===== src/hdl/drfs_pkg.sv =====
`default_nettype none
package drfs_pkg;

   // panel geometry
   localparam int PANEL_WIDTH  = 160;
   localparam int PANEL_HEIGHT = 128;

   localparam int COORD_W = 8;                    // window coordinate width
   localparam int DIM_W   = 9;                    // clipped width/height, at most 160/128
   localparam int PIX_W   = $clog2(PANEL_WIDTH * PANEL_HEIGHT + 1);
   localparam int STEP_W  = 4;
   localparam int ADDR_W  = 4;
   localparam int DATA_W  = 32;

   // request kinds
   localparam logic REQ_START = 1'b0;
   localparam logic REQ_TICK  = 1'b1;

   // header sequence positions
   localparam logic [STEP_W-1:0] STEP_COL_CMD = 4'd0;
   localparam logic [STEP_W-1:0] STEP_X0      = 4'd2;
   localparam logic [STEP_W-1:0] STEP_X1      = 4'd4;
   localparam logic [STEP_W-1:0] STEP_ROW_CMD = 4'd5;
   localparam logic [STEP_W-1:0] STEP_Y0      = 4'd7;
   localparam logic [STEP_W-1:0] STEP_Y1      = 4'd9;
   localparam logic [STEP_W-1:0] STEP_MEM_CMD = 4'd10;
   localparam logic [STEP_W-1:0] STEP_PIXELS  = 4'd11;

   // CSR indexes
   localparam logic [1:0] REG_COLUMN_CMD = 2'd0;
   localparam logic [1:0] REG_ROW_CMD    = 2'd1;
   localparam logic [1:0] REG_MEMWR_CMD  = 2'd2;

   localparam logic [7:0] COLUMN_CMD_RESET = 8'd42;
   localparam logic [7:0] ROW_CMD_RESET    = 8'd43;
   localparam logic [7:0] MEMWR_CMD_RESET  = 8'd44;

   localparam logic [7:0] PAD_BYTE = 8'h00;

   typedef struct packed {
      logic               empty;
      logic [COORD_W-1:0] x0;
      logic [COORD_W-1:0] x1;
      logic [COORD_W-1:0] y0;
      logic [COORD_W-1:0] y1;
      logic [DIM_W-1:0]   w;
      logic [DIM_W-1:0]   h;
   } clip_type;

endpackage
`default_nettype wire


===== src/hdl/drfs_clip.sv =====
`default_nettype none
// Clips a signed rectangle against the panel.
module drfs_clip (
   input  wire logic [15:0]        rect_x,
   input  wire logic [15:0]        rect_y,
   input  wire logic [15:0]        rect_w,
   input  wire logic [15:0]        rect_h,
   output      drfs_pkg::clip_type clip
);

   localparam logic signed [17:0] PW = 18'(drfs_pkg::PANEL_WIDTH);
   localparam logic signed [17:0] PH = 18'(drfs_pkg::PANEL_HEIGHT);

   logic signed [17:0] x_s, y_s, w_s, h_s;
   logic signed [17:0] x_c, y_c, w_a, h_a, w_c, h_c;
   logic signed [17:0] x_end, y_end;
   logic signed [17:0] x_last, y_last;

   always_comb begin
      x_s = {{2{rect_x[15]}}, rect_x};
      y_s = {{2{rect_y[15]}}, rect_y};
      w_s = {{2{rect_w[15]}}, rect_w};
      h_s = {{2{rect_h[15]}}, rect_h};

      // pull left/top edge onto the panel
      x_c = x_s[17] ? 18'sd0 : x_s;
      w_a = x_s[17] ? (w_s + x_s) : w_s;
      y_c = y_s[17] ? 18'sd0 : y_s;
      h_a = y_s[17] ? (h_s + y_s) : h_s;

      // trim right/bottom edge
      x_end = x_c + w_a;
      y_end = y_c + h_a;
      w_c = (x_end > PW) ? (PW - x_c) : w_a;
      h_c = (y_end > PH) ? (PH - y_c) : h_a;

      x_last = x_c + w_c - 18'sd1;
      y_last = y_c + h_c - 18'sd1;

      clip.empty = (x_s >= PW) || (y_s >= PH) || (w_c <= 18'sd0) || (h_c <= 18'sd0);
      clip.x0    = x_c[drfs_pkg::COORD_W-1:0];
      clip.x1    = x_last[drfs_pkg::COORD_W-1:0];
      clip.y0    = y_c[drfs_pkg::COORD_W-1:0];
      clip.y1    = y_last[drfs_pkg::COORD_W-1:0];
      clip.w     = w_c[drfs_pkg::DIM_W-1:0];
      clip.h     = h_c[drfs_pkg::DIM_W-1:0];
   end

endmodule
`default_nettype wire


===== src/hdl/display_rect_fill_stream.sv =====
`default_nettype none
// Channel   Direction  Handshake           Payload
// req_      in         req_valid/stall     type, rect x/y/w/h, fill color
// rsp_      out        rsp_valid/stall     byte, is_data, frame_end, fill_done, rejected
// csr_      in/out     APB psel/penable    three 8-bit command bytes at 0x0/0x4/0x8
//
// Two register stages: the request is clipped into an input register, then
// sequencing logic updates the state and loads the result register. One transaction
// per cycle sustained unless a stalled result holds the input register.
// Reset is synchronous and returns the block to idle with default commands.
// A stalled result holds the result register and the input register with it,
// so req_stall is raised while a transaction waits in the input register behind it.
module display_rect_fill_stream (
   input  wire logic                          clock,
   input  wire logic                          reset,
   // request channel
   input  wire logic                          req_valid,
   output      logic                          req_stall,
   input  wire logic                          req_type,
   input  wire logic [15:0]                   req_rect_x,
   input  wire logic [15:0]                   req_rect_y,
   input  wire logic [15:0]                   req_rect_w,
   input  wire logic [15:0]                   req_rect_h,
   input  wire logic [15:0]                   req_fill_color,
   // response channel
   output      logic                          rsp_valid,
   input  wire logic                          rsp_stall,
   output      logic [7:0]                    rsp_out_byte,
   output      logic                          rsp_is_data,
   output      logic                          rsp_frame_end,
   output      logic                          rsp_fill_done,
   output      logic                          rsp_rejected,
   // configuration
   input  wire logic                          csr_psel,
   input  wire logic                          csr_penable,
   input  wire logic                          csr_pwrite,
   input  wire logic [drfs_pkg::ADDR_W-1:0]   csr_paddr,
   input  wire logic [drfs_pkg::DATA_W-1:0]   csr_pwdata,
   output      logic [drfs_pkg::DATA_W-1:0]   csr_prdata,
   output      logic                          csr_pready
);

   // ---------------------------------------------------------------
   // CSRs
   // ---------------------------------------------------------------
   logic [7:0] col_cmd_ff, row_cmd_ff, mem_cmd_ff;
   logic       csr_wr;

   assign csr_wr     = csr_psel && csr_penable && csr_pwrite;
   assign csr_pready = 1'b1;

   always_ff @(posedge clock) begin
      if (reset) begin
         col_cmd_ff <= drfs_pkg::COLUMN_CMD_RESET;
         row_cmd_ff <= drfs_pkg::ROW_CMD_RESET;
         mem_cmd_ff <= drfs_pkg::MEMWR_CMD_RESET;
      end else if (csr_wr) begin
         case (csr_paddr[3:2])
            drfs_pkg::REG_COLUMN_CMD: col_cmd_ff <= csr_pwdata[7:0];
            drfs_pkg::REG_ROW_CMD:    row_cmd_ff <= csr_pwdata[7:0];
            drfs_pkg::REG_MEMWR_CMD:  mem_cmd_ff <= csr_pwdata[7:0];
            default: ;
         endcase
      end
   end

   always_comb begin
      case (csr_paddr[3:2])
         drfs_pkg::REG_COLUMN_CMD: csr_prdata = {24'd0, col_cmd_ff};
         drfs_pkg::REG_ROW_CMD:    csr_prdata = {24'd0, row_cmd_ff};
         drfs_pkg::REG_MEMWR_CMD:  csr_prdata = {24'd0, mem_cmd_ff};
         default:                  csr_prdata = '0;
      endcase
   end

   // ---------------------------------------------------------------
   // Stage 1: clip and register the request
   // ---------------------------------------------------------------
   drfs_pkg::clip_type clip_in;

   drfs_clip u_clip (
      .rect_x (req_rect_x),
      .rect_y (req_rect_y),
      .rect_w (req_rect_w),
      .rect_h (req_rect_h),
      .clip   (clip_in)
   );

   logic               s1_valid_ff;
   logic               s1_type_ff;
   drfs_pkg::clip_type s1_clip_ff;
   logic [15:0]        s1_color_ff;

   logic out_free;   // result register can take a new transaction
   logic advance;    // stage-1 transaction is processed this cycle

   assign out_free  = !rsp_valid || !rsp_stall;
   assign advance   = s1_valid_ff && out_free;
   assign req_stall = s1_valid_ff && !out_free;

   always_ff @(posedge clock) begin
      if (reset) begin
         s1_valid_ff <= 1'b0;
      end else if (!req_stall) begin
         s1_valid_ff <= req_valid;
      end
   end

   always_ff @(posedge clock) begin
      if (req_valid && !req_stall) begin
         s1_type_ff  <= req_type;
         s1_clip_ff  <= clip_in;
         s1_color_ff <= req_fill_color;
      end
   end

   // ---------------------------------------------------------------
   // Stage 2: fill sequencer state
   // ---------------------------------------------------------------
   logic                         busy_ff, busy_in;
   logic [drfs_pkg::STEP_W-1:0]  step_ff, step_in;
   logic [drfs_pkg::PIX_W-1:0]   pix_left_ff, pix_left_in;
   logic                         low_ff, low_in;
   logic [7:0]                   x0_ff, x1_ff, y0_ff, y1_ff;
   logic [15:0]                  color_ff;
   logic                         load_win;

   logic [2*drfs_pkg::DIM_W-1:0] area;
   logic [drfs_pkg::PIX_W-1:0]   pix_dec;

   // result candidate
   logic       res_emit;
   logic [7:0] res_byte;
   logic       res_data, res_fend, res_done, res_rej;

   assign area    = s1_clip_ff.w * s1_clip_ff.h;
   assign pix_dec = (pix_left_ff != '0) ? (pix_left_ff - 1'b1) : pix_left_ff;

   always_comb begin
      busy_in     = busy_ff;
      step_in     = step_ff;
      pix_left_in = pix_left_ff;
      low_in      = low_ff;
      load_win    = 1'b0;
      res_emit    = 1'b0;
      res_byte    = drfs_pkg::PAD_BYTE;
      res_data    = 1'b0;
      res_fend    = 1'b0;
      res_done    = 1'b0;
      res_rej     = 1'b0;

      if (advance) begin
         if (s1_type_ff == drfs_pkg::REQ_START) begin
            if (busy_ff) begin
               // start while a fill runs: flag it, keep going
               res_emit = 1'b1;
               res_rej  = 1'b1;
            end else if (!s1_clip_ff.empty) begin
               load_win    = 1'b1;
               busy_in     = 1'b1;
               step_in     = '0;
               low_in      = 1'b0;
               pix_left_in = area[drfs_pkg::PIX_W-1:0];
            end
         end else if (busy_ff) begin
            res_emit = 1'b1;
            res_data = 1'b1;
            if (step_ff < drfs_pkg::STEP_PIXELS) begin
               step_in = step_ff + 1'b1;
               case (step_ff)
                  drfs_pkg::STEP_COL_CMD: begin
                     res_byte = col_cmd_ff;
                     res_data = 1'b0;
                  end
                  drfs_pkg::STEP_X0: res_byte = x0_ff;
                  drfs_pkg::STEP_X1: res_byte = x1_ff;
                  drfs_pkg::STEP_ROW_CMD: begin
                     res_byte = row_cmd_ff;
                     res_data = 1'b0;
                  end
                  drfs_pkg::STEP_Y0: res_byte = y0_ff;
                  drfs_pkg::STEP_Y1: res_byte = y1_ff;
                  drfs_pkg::STEP_MEM_CMD: begin
                     res_byte = mem_cmd_ff;
                     res_data = 1'b0;
                     res_fend = 1'b1;
                  end
                  default: res_byte = drfs_pkg::PAD_BYTE;
               endcase
            end else if (!low_ff) begin
               low_in   = 1'b1;
               res_byte = color_ff[15:8];
            end else begin
               low_in      = 1'b0;
               pix_left_in = pix_dec;
               res_byte    = color_ff[7:0];
               if (pix_dec == '0) begin
                  busy_in  = 1'b0;
                  step_in  = '0;
                  res_fend = 1'b1;
                  res_done = 1'b1;
               end
            end
         end
      end
   end

   always_ff @(posedge clock) begin
      if (reset) begin
         busy_ff     <= 1'b0;
         step_ff     <= '0;
         pix_left_ff <= '0;
         low_ff      <= 1'b0;
      end else begin
         busy_ff     <= busy_in;
         step_ff     <= step_in;
         pix_left_ff <= pix_left_in;
         low_ff      <= low_in;
      end
   end

   always_ff @(posedge clock) begin
      if (load_win) begin
         x0_ff    <= s1_clip_ff.x0;
         x1_ff    <= s1_clip_ff.x1;
         y0_ff    <= s1_clip_ff.y0;
         y1_ff    <= s1_clip_ff.y1;
         color_ff <= s1_color_ff;
      end
   end

   // ---------------------------------------------------------------
   // Result register
   // ---------------------------------------------------------------
   logic       rsp_valid_ff;
   logic [7:0] rsp_byte_ff;
   logic       rsp_data_ff, rsp_fend_ff, rsp_done_ff, rsp_rej_ff;

   always_ff @(posedge clock) begin
      if (reset) begin
         rsp_valid_ff <= 1'b0;
      end else if (out_free) begin
         rsp_valid_ff <= res_emit;
      end
   end

   always_ff @(posedge clock) begin
      if (res_emit) begin
         rsp_byte_ff <= res_byte;
         rsp_data_ff <= res_data;
         rsp_fend_ff <= res_fend;
         rsp_done_ff <= res_done;
         rsp_rej_ff  <= res_rej;
      end
   end

   assign rsp_valid     = rsp_valid_ff;
   assign rsp_out_byte  = rsp_byte_ff;
   assign rsp_is_data   = rsp_data_ff;
   assign rsp_frame_end = rsp_fend_ff;
   assign rsp_fill_done = rsp_done_ff;
   assign rsp_rejected  = rsp_rej_ff;

endmodule
`default_nettype wire


===== config.mk =====
export PLATFORM = sky130hd
export DESIGN_NAME = display_rect_fill_stream
export DESIGN_NICKNAME = d
export VERILOG_FILES = /design/src/hdl/drfs_pkg.sv /design/src/hdl/drfs_clip.sv /design/src/hdl/display_rect_fill_stream.sv
export SDC_FILE = /design/constraint.sdc
export NUM_CORES = 1
export LEC_CHECK = 0
export BUFFER_PORTS_ARGS = -buffer_cell sky130_fd_sc_hd__buf_2
export CAP_MARGIN = 5
export CORE_AREA = 2 2 195 236
export DETAILED_ROUTE_END_ITERATION = 12
export DIE_AREA = 0 0 197 238
export GPL_TIMING_DRIVEN = 0
export HOLD_SLACK_MARGIN = 0.12
export PLACE_DENSITY = 0.57
export SLEW_MARGIN = 20
export SYNTH_ARGS = -nofsm -noshare
export SYNTH_HDL_FRONTEND = slang
export SYNTH_HIERARCHICAL = 1
export SYNTH_SLANG_ARGS = --single-unit

===== constraint.sdc =====
create_clock -name clock -period 7.84 [get_ports clock]
set_input_delay 0.392 -clock clock [delete_from_list [all_inputs] [get_ports clock]]
set_output_delay 0.392 -clock clock [all_outputs]
set_load 0.02 [all_outputs]

==> results.py <==
metrics = {
    "setup_path": {
        "worstSetupPathType": "in -> reg",
        "cp_max_fo": 10,
        "r2r_end": "pix_left_ff[14]",
        "reg2reg_slack_ns": 3.20,
        "worstSetupEndpointType": "register",
        "slowest_delay_ns": 0.49,
        "arrival_ns": 7.53,
        "r2r-start": "s1_clip_ff[11]",
        "setup.worst_path.start_class": "input port",
        "cp_slowest_cell": "clkbuf_1",
        "worstRegToRegCells": 14,
        "worstPathRequired_ns": 8.01,
        "cp_common_cell": "clkbuf_1",
    },
    "cells_and_area": {
        "ff_latch_area_um2": 4785,
        "utilization_pct": 39.72,
        "diodes": 0,
        "nets": 2196,
        "final_cell_mix": "170 x inv_1, 149 x nand2_1, 128 x buf_2, 128 x edfxtp_1, 124 x nor2_1",
        "final_area_um2": 17660,
        "fin_cells": 2475,
        "nFillCells": 4499,
        "layout-drive-gt1-share_pct": 12.72,
        "syn2layout_area_growth_pct": 14.31,
        "mostFrequentLayoutCell": "inv_1",
        "multi_input_area_um2": 9698,
    },
    "power": {
        "p_comb_share_pct": 57.5,
        "p_clk_share_pct": 18.0,
        "p_int_w": 0.002818,
        "ir_drop_uv": 270.8,
        "p_seq_share_pct": 24.5,
        "switching_share_pct": 42.02,
        "total_power_w": 0.004860,
        "power_density_nw_per_um2": 275.3,
        "leakage_nw": 7.504,
        "p_sw_w": 0.002042,
    },
    "synthesis": {
        "syn_avg_cell_area_um2": 8.996,
        "synthFlopType": "edfxtp_1",
        "synth_cell_types": 100,
        "yosys_warnings": 6,
        "ys_seq_elements": 175,
        "seq_area_frac_synth_pct": 30.98,
        "synth_edf_count": 128,
        "async_flop_share_pct": 0,
        "synth_cells": 1717,
        "syn_area_um2": 15450,
    },
    "clock_tree": {
        "h-tree-depth": 4,
        "postCtsSetupBuffers": 0,
        "ctsLongestPathBuffers": 2,
        "cts_resized": 0,
        "cts_num_sinks": 175,
        "cts_tree": "built",
        "cts-root-buf": "clkbuf_16",
        "clk_latency_ns": 0.44,
        "cts.clk_slew.worst_paths_ns": 0.07,
        "cts_inserted_buffers": 17,
    },
    "timing": {
        "rsz0062_at_grt": "false",
        "fmax_ghz": 0.1359,
        "slew_headroom_pct": 39.47,
        "hold_viol": 0,
        "finalCritPeriodShare_pct": 93.87,
        "fin_skew_ns": 0.01212,
        "setup_viol_count_final": 0,
        "worst_pin_slew_ns": 0.9018,
        "fin_tns_setup_ns": 0,
        "period_minus_slack_ns": 7.359,
        "drv_slew": 0,
    },
    "placed_design": {
        "place_hpwl_mm": 33.47,
        "placed_area_um2": 16930,
        "place.gp.congestion": 0.9357,
        "io_buffers": 118,
        "placedCellCount": 2432,
    },
    "floorplanning": {
        "rows": 85,
        "core_area_um2": 44460,
        "fp.dieH_um": 238,
        "die_w_um": 197,
        "ios": 171,
        "die-area_um2": 46890,
        "start_util_pct": 34.75,
    },
    "worst_hold_path": {
        "min-delay-start": "req_type",
        "min_to": "s1_type_ff",
        "hold_path.class": "in -> reg",
        "min_path_cells": 1,
    },
    "global_routing": {
        "antenna_found_initial": 0,
        "track_usage_pct": 17.75,
        "grt-ovfl-total": 0,
        "grt_max_degree": 31,
        "grt_first_pass_wirelength_mm": 67.41,
        "first_global_vias": 13050,
    },
    "drt": {
        "viasPerCell": 5.294,
        "ant_nets": 0,
        "drt-initial-drc-count": 927,
        "wl_mm": 41.27,
        "route.detailed.drc": 0,
        "wire_per_inst_um": 16.67,
        "firstDrtPassIters": 6,
        "vias": 13100,
    },
    "flow_run": {
        "max-cap-violations": 0,
    },
    "status": {
        "status": "completed",
    },
}
## synthesized netlist by cell type (all sizes together), types with 15 or more instances
cell type  count  area share [%]
ha           120             9.7
nor2b         34             1.4
xor2          19             1.1
clkbuf        45             1.1
a21o          29             1.4
dfxtp         47             6.1
a211oi        17            0.97
mux2          23             1.7
edfxtp       128              25
nor2         125             3.1
xnor2         54             3.1
o21ai         85             2.8
or3           18            0.73
inv          171             4.2
and2          60             2.4
nand2        149             3.6
nand3         41             1.4
nand2b        15            0.61
a31oi         16            0.65
fa            54             7.0
a21oi        103             3.4
nor3          40             1.3
buf           36             1.6
mux2i         44             2.9
o21a          19            0.92
## critical path, delay by kind of cell
kind	cells	cell delay (ns)
buffers and inverters	10	2.58
multiplexers	2	0.79
adder cells (fa/ha/maj)	4	1.11
AO/OA/AOI/OAI	8	1.40
AND/OR/NAND/NOR	4	0.96
XOR/XNOR	2	0.27
## timing repair
| item | CTS | global route |
|---|---|---|
| hold buffers | 10 | 2 |
| endpoints found under the setup margin | 0 | 0 |
| endpoints found under the hold margin | 10 | 2 |
## kinds of logic (layout without fill, tap and decap cells)
kind of cell	Yosys count	after routing	share of synthesized area (%)
xor gates and xnor gates	73	73	4.139
AOI/OAI and AO/OA	415	415	18.21
DFF	175	175	30.98
other	2	25	0.04862
and+or+nand+nor	559	559	18.47
buffers and inverters	252	422	6.885
muxes	67	67	4.552
adders and majority gates	174	174	16.72
## routing by layer
layer / global-route usage, % / part of all wire [%]
met1: 22.39 / 44
met2: 32.22 / 50
met3: 2.064 / 4.0
met4: 4.215 / 1.6
met5: 0 / 0
## sequential cells by signal (all words and copies together) (netlist names)
register / count
s1_clip_ff: 51
color_ff: 16
s1_color_ff: 16
pix_left_ff: 15
col_cmd_ff: 8
mem_cmd_ff: 8
row_cmd_ff: 8
rsp_out_byte: 8
x0_ff: 8
x1_ff: 8
y0_ff: 8
y1_ff: 8
step_ff: 4
busy_ff: 1
low_ff: 1
rsp_fill_done: 1
rsp_frame_end: 1
rsp_is_data: 1
rsp_rejected: 1
rsp_valid: 1
s1_type_ff: 1
s1_valid_ff: 1
## metrics by stage
stage	hold WS (ns)	worst slack (ns)
floorplan	0.4003	1.449
global route	0.1209	0.001241
global placement	0.4047	-0.7708
CTS	0.1204	0.5887
detailed placement	0.4057	0.1310
finish	0.1394	0.4809
## area by class of cell
type | instances | share of cell area [%]
Tap cell | 565 | 4.004
Timing Repair Buffer | 139 | 4.507
Clock buffer | 19 | 2.452
Clock inverter | 12 | 0.9850
Inverter | 171 | 3.635
Buffer | 81 | 2.388
Multi-Input combinational cell | 1313 | 54.93
Sequential cell | 175 | 27.10
## worst max path at each step
stage	from	end	slack (ns)	cells past startpoint
after floorplan	req_rect_y[0]	s1_clip_ff[25]	1.45	28
after global placement	s1_type_ff	x1_ff[0]	-0.77	3
after global routing	req_rect_x[15]	s1_clip_ff[41]	0.001	30
final	req_rect_x[15]	s1_clip_ff[41]	0.48	30
after detailed placement	req_rect_x[15]	s1_clip_ff[41]	0.13	30
after CTS	req_rect_x[15]	s1_clip_ff[41]	0.59	30
## power groups by stage
stage                     sequential [W]  clock (W)  combinational (W)
final                            0.00119   0.000875            0.00279
after floorplan                  0.00118          0            0.00219
after global placement           0.00122          0            0.00274
after detailed placement         0.00121          0            0.00278
after global routing             0.00120   0.000934            0.00323
after CTS                        0.00119   0.000894            0.00280
No activity file was read; power rests on OpenSTA's default activity.
